==> config.mk <==
export PLATFORM = sky130hd
export DESIGN_NAME = wsli_cell
export DESIGN_NICKNAME = d
export VERILOG_FILES = /design/src/wsli_pkg.sv /design/src/wsli_cell.sv
export SDC_FILE = /design/constraint.sdc
export NUM_CORES = 1
export LEC_CHECK = 0
export ABC_AREA = 1
export BUFFER_PORTS_ARGS = -buffer_cell sky130_fd_sc_hd__buf_2
export CAP_MARGIN = 0
export CORE_MARGIN = 4
export CORE_UTILIZATION = 30
export DETAILED_ROUTE_END_ITERATION = 7
export PLACE_DENSITY = 0.58
export REMOVE_ABC_BUFFERS = 1
export SLEW_MARGIN = 20
export SYNTH_ARGS = -nofsm -noshare
export SYNTH_HDL_FRONTEND = slang
export SYNTH_SLANG_ARGS = --single-unit
==> constraint.sdc <==
create_clock -name i_clk -period 5.7 [get_ports i_clk]
set_input_delay 0.285 -clock i_clk [delete_from_list [all_inputs] [get_ports i_clk]]
set_output_delay 0.285 -clock i_clk [all_outputs]
set_load 0.1 [all_outputs]
==> src/wsli_pkg.sv <==
// Shared types and codes for the window seed list.
package wsli_pkg;

    typedef enum logic [1:0] {
        F_INSERT = 2'd0,
        F_CLEAR  = 2'd1,
        F_READ   = 2'd2,
        F_NOP    = 2'd3
    } t_func;

    typedef enum logic [2:0] {
        C_HOLD,
        C_INS_UP,
        C_INS_GE,
        C_REMOVE,
        C_COMPACT,
        C_MIN_INIT,
        C_MIN_BIT
    } t_cell_op;

    typedef enum logic [2:0] {
        S_IDLE,
        S_EXEC,
        S_REPL,
        S_MIN,
        S_COMPACT,
        S_INS_GE,
        S_DONE
    } t_state;

    typedef struct packed {
        t_cell_op   op;
        logic [3:0] bit_sel;
        logic       zero_any;
    } t_cell_ctrl;

endpackage

==> src/wsli_cell.sv <==
// One list position: stored seed, compare logic and neighbour hand-off.
module wsli_cell #(
    parameter int R = 12
) (
    input  logic                  i_clk,
    input  wsli_pkg::t_cell_ctrl  i_ctrl,
    input  logic [58+2*R:0]       i_seed,
    input  logic [58+2*R:0]       i_left,
    input  logic [58+2*R:0]       i_right,
    input  logic                  i_right_cand,
    input  logic                  i_occ,
    input  logic                  i_prev_ov,
    input  logic                  i_prev_b,
    input  logic                  i_prev_kill,
    input  logic                  i_prev_zero,
    output logic [58+2*R:0]       o_entry,
    output logic                  o_cand,
    output logic                  o_ov,
    output logic                  o_b,
    output logic                  o_kill,
    output logic                  o_zero,
    output logic                  o_hit,
    output logic                  o_longer
);
    import wsli_pkg::*;

    localparam int RS = 40;
    localparam int LN = 40 + R;
    localparam int AN = 40 + 2*R;
    localparam int JN = 41 + 2*R;

    logic [58+2*R:0] r_entry;
    logic            r_cand;

    logic [39:0] e_g, s_g;
    logic [R-1:0] e_rs, e_len, s_rs, s_len;
    logic [15:0] e_jn, s_jn;
    logic        e_anc;
    logic [R:0]  e_end, s_end;
    logic        ov, first;

    assign e_g   = r_entry[39:0];
    assign e_rs  = r_entry[RS +: R];
    assign e_len = r_entry[LN +: R];
    assign e_anc = r_entry[AN];
    assign e_jn  = r_entry[JN +: 16];
    assign s_g   = i_seed[39:0];
    assign s_rs  = i_seed[RS +: R];
    assign s_len = i_seed[LN +: R];
    assign s_jn  = i_seed[JN +: 16];

    assign e_end = {1'b0, e_rs} + {1'b0, e_len};
    assign s_end = {1'b0, s_rs} + {1'b0, s_len};

    always_comb begin
        ov = i_occ && (e_jn == s_jn)
            && (({1'b0, s_g} + 41'(e_rs)) == ({1'b0, e_g} + 41'(s_rs)))
            && ((({1'b0, s_rs} >= {1'b0, e_rs}) && ({1'b0, s_rs} < e_end))
                || ((s_end > {1'b0, e_rs}) && (s_end <= e_end)));
        first = ov && !i_prev_ov;
    end

    assign o_ov     = i_prev_ov || ov;
    assign o_hit    = first && (s_g == e_g) && (s_len == e_len);
    assign o_longer = first && (s_len > e_len);
    assign o_b      = !i_occ || ((i_ctrl.op == C_INS_GE) ? (e_rs >= s_rs) : (e_rs > s_rs));
    assign o_kill   = i_prev_kill || r_cand;
    assign o_zero   = i_prev_zero || (r_cand && !e_len[i_ctrl.bit_sel[$clog2(R)-1:0]]);
    assign o_entry  = r_entry;
    assign o_cand   = r_cand;

    always_ff @(posedge i_clk) begin
        case (i_ctrl.op)
            C_INS_UP, C_INS_GE: begin
                if (i_prev_b) begin
                    r_entry <= i_left;
                end else if (o_b) begin
                    r_entry <= i_seed;
                end
            end
            C_REMOVE: begin
                if (o_ov) r_entry <= i_right;
            end
            C_COMPACT: begin
                if (o_kill) begin
                    r_entry <= i_right;
                    r_cand  <= i_right_cand;
                end
            end
            C_MIN_INIT: r_cand <= i_occ && !e_anc;
            C_MIN_BIT: begin
                if (i_ctrl.zero_any && e_len[i_ctrl.bit_sel[$clog2(R)-1:0]]) r_cand <= 1'b0;
            end
            default: ;
        endcase
    end

endmodule

# After elaboration in Yosys (flattened, before gate mapping)
# Index checks and enable logic that the tools add are counted.
# totals
reg_bits	84
latch_bits	0
mem_bits_rw	0
romBits	0
n_memories	0
# op_classes
add_sub_neg	4
mul	0
n_div	0
order_cmp	8
eq_ne	14
shift	0
muxes	11
bitwise	0
n_reduce_logical	26
# op_table
operator	count
83-bit two-way mux	4
83-bit one-hot mux with 3 select lines	1
40-bit by 12-bit adder with 41-bit output	2
41-bit equality test	1
40-bit equality test	1
12-bit by 12-bit adder with 13-bit output	2
12-bit >= comparator	2
12-bit > comparator	2
16-bit equality test	1
13-bit by 12-bit > comparator with 1-bit output	1
13-bit less-or-equal comparator	1
12-bit by 13-bit < comparator with 1-bit output	1
12-bit equality test	1
1-bit logical AND	12
3-bit equality test, second input constant	3
3-bit by 2-bit equality test with 1-bit output, second input constant	2
2-bit inequality test, second input constant	3
3-bit nonzero test	2
1-bit logical OR	5
4-bit by 5-bit < comparator with 1-bit output, second input constant	1
1-bit binary-select mux with 4-bit select	1
1-bit logical NOT	4
1-bit two-way mux	4
4-bit AND reduction	1
other kinds (5)	5

# Longest topological paths before layout
# Gate-level depths: netlist of run 1.
# logic_depth
ltp_word	8
depth_mapped	26
ltp_nobuf	26

# Worst setup path after synthesis of run 1
# Ideal clock, no wire load.
# synth_timing
path_type	reg-to-output
start	reg r_entry[41], in the netlist o_entry[41]
end	out o_hit
arrival_ns	5.801
path_slack_ns	-0.386
stages_incl_launch_ff	22
n_path_buf	0
cell_sequence	edfxtp_1 -> inv_1 -> fa_1 -> nand3b_1 -> and2_1 -> inv_1 -> a21oi_1 -> o21ai_0 -> a21oi_1 -> xor2_1 -> ha_1 -> nand2_1 -> nor2_1 -> a211oi_1 -> nand2_1 -> nand4_1 -> nand3_1 -> nand2_1 -> nand2_1 -> nand2_1 -> nand4_2 -> nor3_1
# synth_via
elab_chain_cells	8
word_cells_on_any_way	15
cone_classes	add/sub: 2; order compare: 4; eq/ne: 1; reduce/logical: 8
# synth_rtl
element	line	source
start: declaration	wsli_cell.sv:32	logic [58+2*R:0] r_entry;
start signal: assignment	wsli_cell.sv:76	r_entry <= i_left;
start signal: assignment	wsli_cell.sv:78	r_entry <= i_seed;
start signal: assignment	wsli_cell.sv:82	if (o_ov) r_entry <= i_right;
12-bit by 12-bit adder with 13-bit output	wsli_cell.sv:52	assign e_end = {1'b0, e_rs} + {1'b0, e_len};
12-bit by 13-bit < comparator with 1-bit output / 13-bit less-or-equal comparator (equally long branches)	wsli_cell.sv:58, wsli_cell.sv:59	
1-bit logical AND (on tied branches)	wsli_cell.sv:58, wsli_cell.sv:59	
1-bit logical OR	wsli_cell.sv:59	|| ((s_end > {1'b0, e_rs}) && (s_end <= e_end)));
1-bit logical AND (*)	wsli_cell.sv:58	&& ((({1'b0, s_rs} >= {1'b0, e_rs}) && ({1'b0, s_rs} < e_end))
1-bit logical AND (*)	wsli_cell.sv:60	first = ov && !i_prev_ov;
1-bit logical AND (*) (2 in series)	wsli_cell.sv:64	assign o_hit = first && (s_g == e_g) && (s_len == e_len);
end: declaration	wsli_cell.sv:22	output logic o_hit,
# Every way passes the cells marked *; elsewhere a longest branch is shown, timed or not.

# Worst setup path after layout of run 1
# layout_timing
start	reg r_entry[40], in the netlist o_entry[40]
end	out o_longer
# layout_via
elab_chain_cells	7
word_cells_on_any_way	14
cone_classes	add/sub: 2; order compare: 4; eq/ne: 1; reduce/logical: 7
# layout_rtl
element	line	source
12-bit by 12-bit adder with 13-bit output	wsli_cell.sv:52	
12-bit by 13-bit < comparator with 1-bit output / 13-bit less-or-equal comparator (equally long branches)	wsli_cell.sv:58, wsli_cell.sv:59	
1-bit logical AND (on tied branches)	wsli_cell.sv:58, wsli_cell.sv:59	
1-bit logical OR	wsli_cell.sv:59	
1-bit logical AND (*)	wsli_cell.sv:58	
1-bit logical AND (*)	wsli_cell.sv:60	
1-bit logical AND (*)	wsli_cell.sv:65	assign o_longer = first && (s_len > e_len);
end: declaration	wsli_cell.sv:23	output logic o_longer
# Marked as above.

==> flow_summary.toml, run 1 <==
[outcome]
outcome = "complete, no violations"

[pwr]
power_frac_comb_pct = 55.7
clkPwrFrac_pct = 19.0
pwr-share-seq_pct = 25.3
p_int_mw = 1.66
netSwitchingPower_mw = 1.74
power.density_nw_per_um2 = 232
sw_frac_of_total_pct = 51.2
ir_drop_uv = 123
leakage_nw = 7.89

[final_layout]
mostFrequentLayoutCell = "nand2_1"
final_layout_size_suffix_gt1_share_pct = 18.2
utilization_pct = 36.9
mostFrequentLayoutCells = "nand2_1 (735), buf_2 (352), inv_1 (284), nor2_1 (219), nand3_1 (127)"
area_growth_pct = 21.9
nets = 2705

[worst_setup_path]
cp_num_buf_inv = 3
cp_top_family = "simple AND/OR/NAND/NOR gates"
crit_path_start_kind = "flop"
endpoint_kind = "primary output"
crit_fanout = 5
critPathMaxStageDelay_ns = 0.50
cp.required_ns = 5.41
crit_top_cell = "nand2_1"
rrSetupSlack_ns = 0.74
cp.arrival_ns = 4.90
crit_path_start = "o_entry[40]$_DFFE_PP_"
r2r-start = "o_entry[40]$_DFFE_PP_"
path_cells = "ha_1, inv_1, fa_1, nand3b_1, and2_1, inv_1, a21oi_1, o21ai_0, a21oi_1, xor2_1, ha_1, nand2_1, nor4_1, nand4_1, nand2_1, nand2_1, nand2_1, nand4_2, nor3_1, buf_2"
cpMaxStageDelayCell = "buf_2"
worst-setup-path-type = "flop to primary output"

[timing]
finalHoldViolations = 0
rsz0062_at_grt = "no"
tightestPinTransition_ns = 0.964
relSlewSlack_pct = 35.7
report.final.slew_viol_count = 0
min_period_over_period_pct = 90.9
post-route-min-period_ns = 5.18
setup_viol = 0
holdWs_ns = 0.191
final.setup_skew_ns = 0.0121
timing.fmax_ghz = 0.193

[detailed_routing]
drtIter0Drc = 1189
final_antenna_net_count = 0
vias = 14000
drt-total-wl_um = 50200
avgViaCountPerCell = 4.90
first_pass_iters = 5
drc_errors = 0
wl_per_cell_um = 17.6

[clock_network]
cts-buffers-inserted = 9
post-cts-setup-buffers = 0
clockBufferDepth = 2
h-tree-depth = 3
cts_resized = 0
ctsHoldBuffers = 0
cts_root_buf = "clkbuf_16"
path_clk_slew_ns = 0.07
insertion_delay_ns = 0.38
clock_sinks = 84
cts_tree = "yes"

[yosys]
ys_dominant_reg_cell = "edfxtp_1"
yosysSeqAreaShare_pct = 21.0
ys_ff_latch = 84
avgSynthCellArea_um2 = 5.99
ys_warn_count = 0
synth_area_um2 = 12000
synth_edf_count = 84
netlist_instances = 2004
synth_cell_types = 51
async_flop_share_pct = 0

[placement]
io_buffers = 353
dp_hpwl_um = 42600
place.gp.congestion = 0.979

[floorplanning]
dieHeight_um = 208
design.core.area_um2 = 39600
die-area_um2 = 43300
ios = 354
initial_utilization_pct = 30.3
rows = 73
die_width_um = 208

[global_route]
grt_overflow_total = 0
gr-usage-all-layers_pct = 22.1
grt_pass1_vias = 13100
grt_pass1_wl_um = 75100
grt_max_degree = 84
antenna_found_initial = 3

[worst_hold_path]
hold_class = "input port to flop"
hp-start = "i_right_cand"

[job]
drv_cap = 0
-- path summary, 6_finish.rpt --
| kind | cells after the start | endpoint |
|---|---|---|
| max | 20 | o_longer |
| max reg2reg | 22 | o_entry[28]$_DFFE_PP_ |
| min | 2 | o_cand$_DFFE_PP_ |
| min reg2reg | 2 | o_cand$_DFFE_PP_ |
-- metrics by stage --
step	power (mW)	area, um^2	cells	setup slack (ns)	TNS (ns)
finish	3.40	14600	2862	0.519	0
CTS	3.41	14600	2861	0.523	0
floorplan	2.19	11800	1961	-0.386	-19.21
global route	3.64	14600	2862	0.156	0
detailed placement	2.75	14300	2845	0.774	0
global placement	2.74	14300	2845	0.903	0
-- Yosys cell counts (2+ instances only) --
cell type	number	area, um^2
nand2_1	735	2760
inv_1	287	1080
nor2_1	219	822
nand3_1	127	636
ha_1	106	1330
a31oi_1	86	538
edfxtp_1	84	2520
a21oi_1	61	305
clkbuf_1	38	143
nand4_1	35	219
xnor2_1	35	307
xor2_1	30	263
nor3_1	28	140
o21ai_0	18	90.1
nand2_2	14	87.6
nand3b_1	14	105
nor4_1	8	50.1
or2_2	8	50.1
inv_2	7	26.3
nor2_2	5	31.3
fa_1	4	80.1
nand3_2	4	40.0
nor3_2	4	40.0
buf_2	3	15.0
o211ai_1	3	22.5
o21ai_1	3	15.0
o221ai_1	3	26.3
a211oi_1	2	15.0
a21boi_0	2	15.0
a21oi_2	2	17.5
a22oi_1	2	15.0
and2_1	2	12.5
nand2_4	2	22.5
o21a_1	2	15.0
o21bai_1	2	15.0
o31ai_1	2	15.0
or2_1	2	12.5
or4_1	2	15.0
-- metal layers --
layer | part of all wire (%) | vias to the layer above | GRT usage (%)
li1 | - | 7134 | -
met1 | 47 | 6373 | 31.1
met2 | 44 | 457 | 35.1
met3 | 7.4 | 47 | 4.78
met4 | 1.7 | 4 | 4.35
met5 | 0.054 | - | 0
-- power groups by stage --
stage | Combinational (mW) | Sequential (mW) | Clock [mW]
CTS | 1.88 | 0.861 | 0.666
finish | 1.89 | 0.860 | 0.646
detailed placement | 1.87 | 0.874 | 0
global route | 2.08 | 0.868 | 0.690
global placement | 1.87 | 0.872 | 0
floorplan | 0.952 | 1.24 | 0
-- state kept, by name, summed over array words and instances, names as in the netlist --
| register | count |
|---|---|
| o_entry | 83 |
| o_cand | 1 |
-- layout make-up --
class	instances	area [um^2]
Inverter	295	1110
Sequential cell	84	2520
Tap cell	525	657
Fill cell	4461	25000
Timing Repair Buffer	359	1830
Clock buffer	9	225
Clock inverter	7	81.3
Antenna cell	1	2.50
Multi-Input combinational cell	1582	8200
-- cell families (layout without fill, tap and decap cells) --
group           Yosys count  in the layout  share of synthesized area, %
flops                    84             84                          21.0
fa+ha+maj               110            110                          11.7
simple gates           1213           1213                          42.3
buf+inv                 338            670                          10.6
xor+xnor                 65             65                          4.74
other cells               0              1                             0
compound gates          194            194                          9.61
-- worst reg2reg max path, delay by kind of cell (launching register included) --
family	cells	cell delay (ns)
compound gates	3	0.50
fa+ha+maj	3	0.94
xor+xnor	1	0.19
buf+inv	4	0.81
simple gates	11	1.67
flops	1	0.48
Note: power is estimated with default switching activity, not from simulation.
==> inputs of run 2 (changes only) <==
--- a/config.mk
+++ b/config.mk
@@ -9,9 +9,10 @@
 export BUFFER_PORTS_ARGS = -buffer_cell sky130_fd_sc_hd__buf_2
 export CAP_MARGIN = 0
 export CORE_MARGIN = 4
-export CORE_UTILIZATION = 30
+export CORE_UTILIZATION = 54
+export CTS_CLUSTER_DIAMETER = 80
 export DETAILED_ROUTE_END_ITERATION = 7
-export PLACE_DENSITY = 0.58
+export PLACE_DENSITY = 0.9
 export REMOVE_ABC_BUFFERS = 1
 export SLEW_MARGIN = 20
 export SYNTH_ARGS = -nofsm -noshare
==> flow_summary.toml, run 2 (same netlist as run 1, synthesis figures left out) <==
[outcome]
outcome = "complete, no violations"

[final_layout]
final_cells = 2617
register_area_um2 = 2520
fill_cells = 2056
nets = 2706
final_layout_size_suffix_gt1_share_pct = 18.3
antenna_cells = 0
fin_area_um2 = 14300
multi_input_area_um2 = 8200
mostFrequentLayoutCell = "nand2_1"
mostFrequentLayoutCells = "nand2_1 (735), buf_2 (352), inv_1 (284), nor2_1 (219), nand3_1 (127)"
largest_register_ffs = 83
utilization_pct = 65.6
area_growth_pct = 19.3

[floorplanning]
die-area_um2 = 24700
ios = 354
dieHeight_um = 157
design.core.area_um2 = 21800
initial_utilization_pct = 55.0
rows = 54
die_width_um = 157

[worst_setup_path]
crit-reg2reg-capture = "o_entry[59]$_DFFE_PP_"
cp_top_family = "simple AND/OR/NAND/NOR gates"
endpoint_kind = "primary output"
worst-setup-path-type = "flop to primary output"
critPathMaxStageDelay_ns = 0.53
crit_fanout = 5
cpMaxStageDelayCell = "buf_2"
crit_path_start = "o_entry[40]$_DFFE_PP_"
r2r-start = "o_entry[40]$_DFFE_PP_"
crit_path_start_kind = "flop"
cp.required_ns = 5.41
reg2reg_depth = 25
rrSetupSlack_ns = 0.94
cp_num_buf_inv = 4
path_cells = "ha_1, inv_1, fa_1, nand3b_1, and2_1, inv_1, a21oi_1, o21ai_0, a21oi_1, xor2_1, ha_1, inv_1, nor3_1, a211oi_1, nand2_1, nand3_1, o211ai_1, nand3_1, nand2_1, nand2_1, nand4_2, nor3_1, buf_2"
cp.arrival_ns = 4.87

[timing]
min_period_over_period_pct = 90.4
tightestPinTransition_ns = 0.936
timing.fmax_ghz = 0.194
report.final.slew_viol_count = 0
setup_viol = 0
final.setup_skew_ns = 0.0151
post-route-min-period_ns = 5.15
holdWs_ns = 0.260
finalHoldViolations = 0
rsz0062_at_grt = "no"
worst_slack_ns = 0.550
setup_tns_ns = 0
relSlewSlack_pct = 37.6

[pwr]
netSwitchingPower_mw = 1.78
p_int_mw = 1.63
leakage_nw = 7.89
clkPwrFrac_pct = 18.7
pwr-share-seq_pct = 25.2
p_total_mw = 3.41
power.density_nw_per_um2 = 238
sw_frac_of_total_pct = 52.3
power_frac_comb_pct = 56.1
ir_drop_uv = 181

[worst_hold_path]
hold_class = "input port to flop"
hp-start = "i_right[67]"
worstHoldEndpoint = "o_entry[67]$_DFFE_PP_"
hold_path_depth = 3

[global_route]
grt_pass1_wl_um = 75400
grt_max_degree = 87
gr-usage-all-layers_pct = 39.5
antenna_found_initial = 1
grt_overflow_total = 0
grt_pass1_vias = 13900

[clock_network]
cts_tree = "yes"
ctsHoldBuffers = 0
insertion_delay_ns = 0.37
cts-buffers-inserted = 9
post-cts-setup-buffers = 0
clockBufferDepth = 2
clock_sinks = 84
cts_resized = 0
h-tree-depth = 3
cts_root_buf = "clkbuf_16"
path_clk_slew_ns = 0.08

[detailed_routing]
vias = 15000
avgViaCountPerCell = 5.72
wl_per_cell_um = 19.5
final_antenna_net_count = 0
drt-total-wl_um = 51000
first_pass_iters = 6
drtIter0Drc = 1589
drc_errors = 0

[placement]
io_buffers = 353
dp_hpwl_um = 42700
place.gp.congestion = 1.03
dp_slack_ns = 0.935
dpl_cell_area_um2 = 14000
dp.cells = 2601

[job]
drv_cap = 0
run 2: cell types whose count changed in the layout (fill, tap and decap cells not counted), sizes merged:
cell    change
buf         +1
bufinv      -1
clkinv      +1
diode       -1
run 2: tightest hold or removal path, delay by kind of cell:
family / cells / cell delay (ns)
simple gates: 1 / 0.03
compound gates: 1 / 0.12
buf+inv: 1 / 0.08
run 2: cell type report:
| cell class | count | area share, % |
|---|---|---|
| clock inverters | 7 | 0.515 |
| well taps | 280 | 2.45 |
| flip-flops and latches | 84 | 17.6 |
| clock buffers | 9 | 1.57 |
| multi-input cells | 1582 | 57.3 |
| repair buffers | 360 | 12.8 |
| inverters | 295 | 7.76 |
run 2: layer usage:
metal  vias to the layer above  wire [um]  GRT usage [%]  part of all wire (%)
met2                       941      23500           65.4                    46
met3                       159       5710           7.64                    11
li1                       7137          -              -                     -
met4                         2       1990           15.2                   3.9
met5                         -         13              0                 0.026
met1                      6719      19800           51.2                    39
run 2: power groups by stage:
stage          registers, mW  logic (mW)  clock network, mW
2_1_floorplan           1.24       0.952                  0
5_1_grt                0.864        2.08              0.651
3_5_place_dp           0.868        1.87                  0
6_report               0.861        1.91              0.637
3_3_place_gp           0.866        1.85                  0
4_1_cts                0.855        1.88              0.636
run 2: worst max-delay path by stage:
| stage | endpoint | slack (ns) | depth (start not counted) |
|---|---|---|---|
| 2_1_floorplan | o_hit | -0.39 | 21 |
| 3_3_place_gp | o_hit | 1.03 | 23 |
| 3_5_place_dp | o_entry[44]$_DFFE_PP_ | 0.94 | 20 |
| 4_1_cts | o_hit | 0.59 | 23 |
| 5_1_grt | o_hit | 0.28 | 23 |
| 6_report | o_longer | 0.55 | 23 |
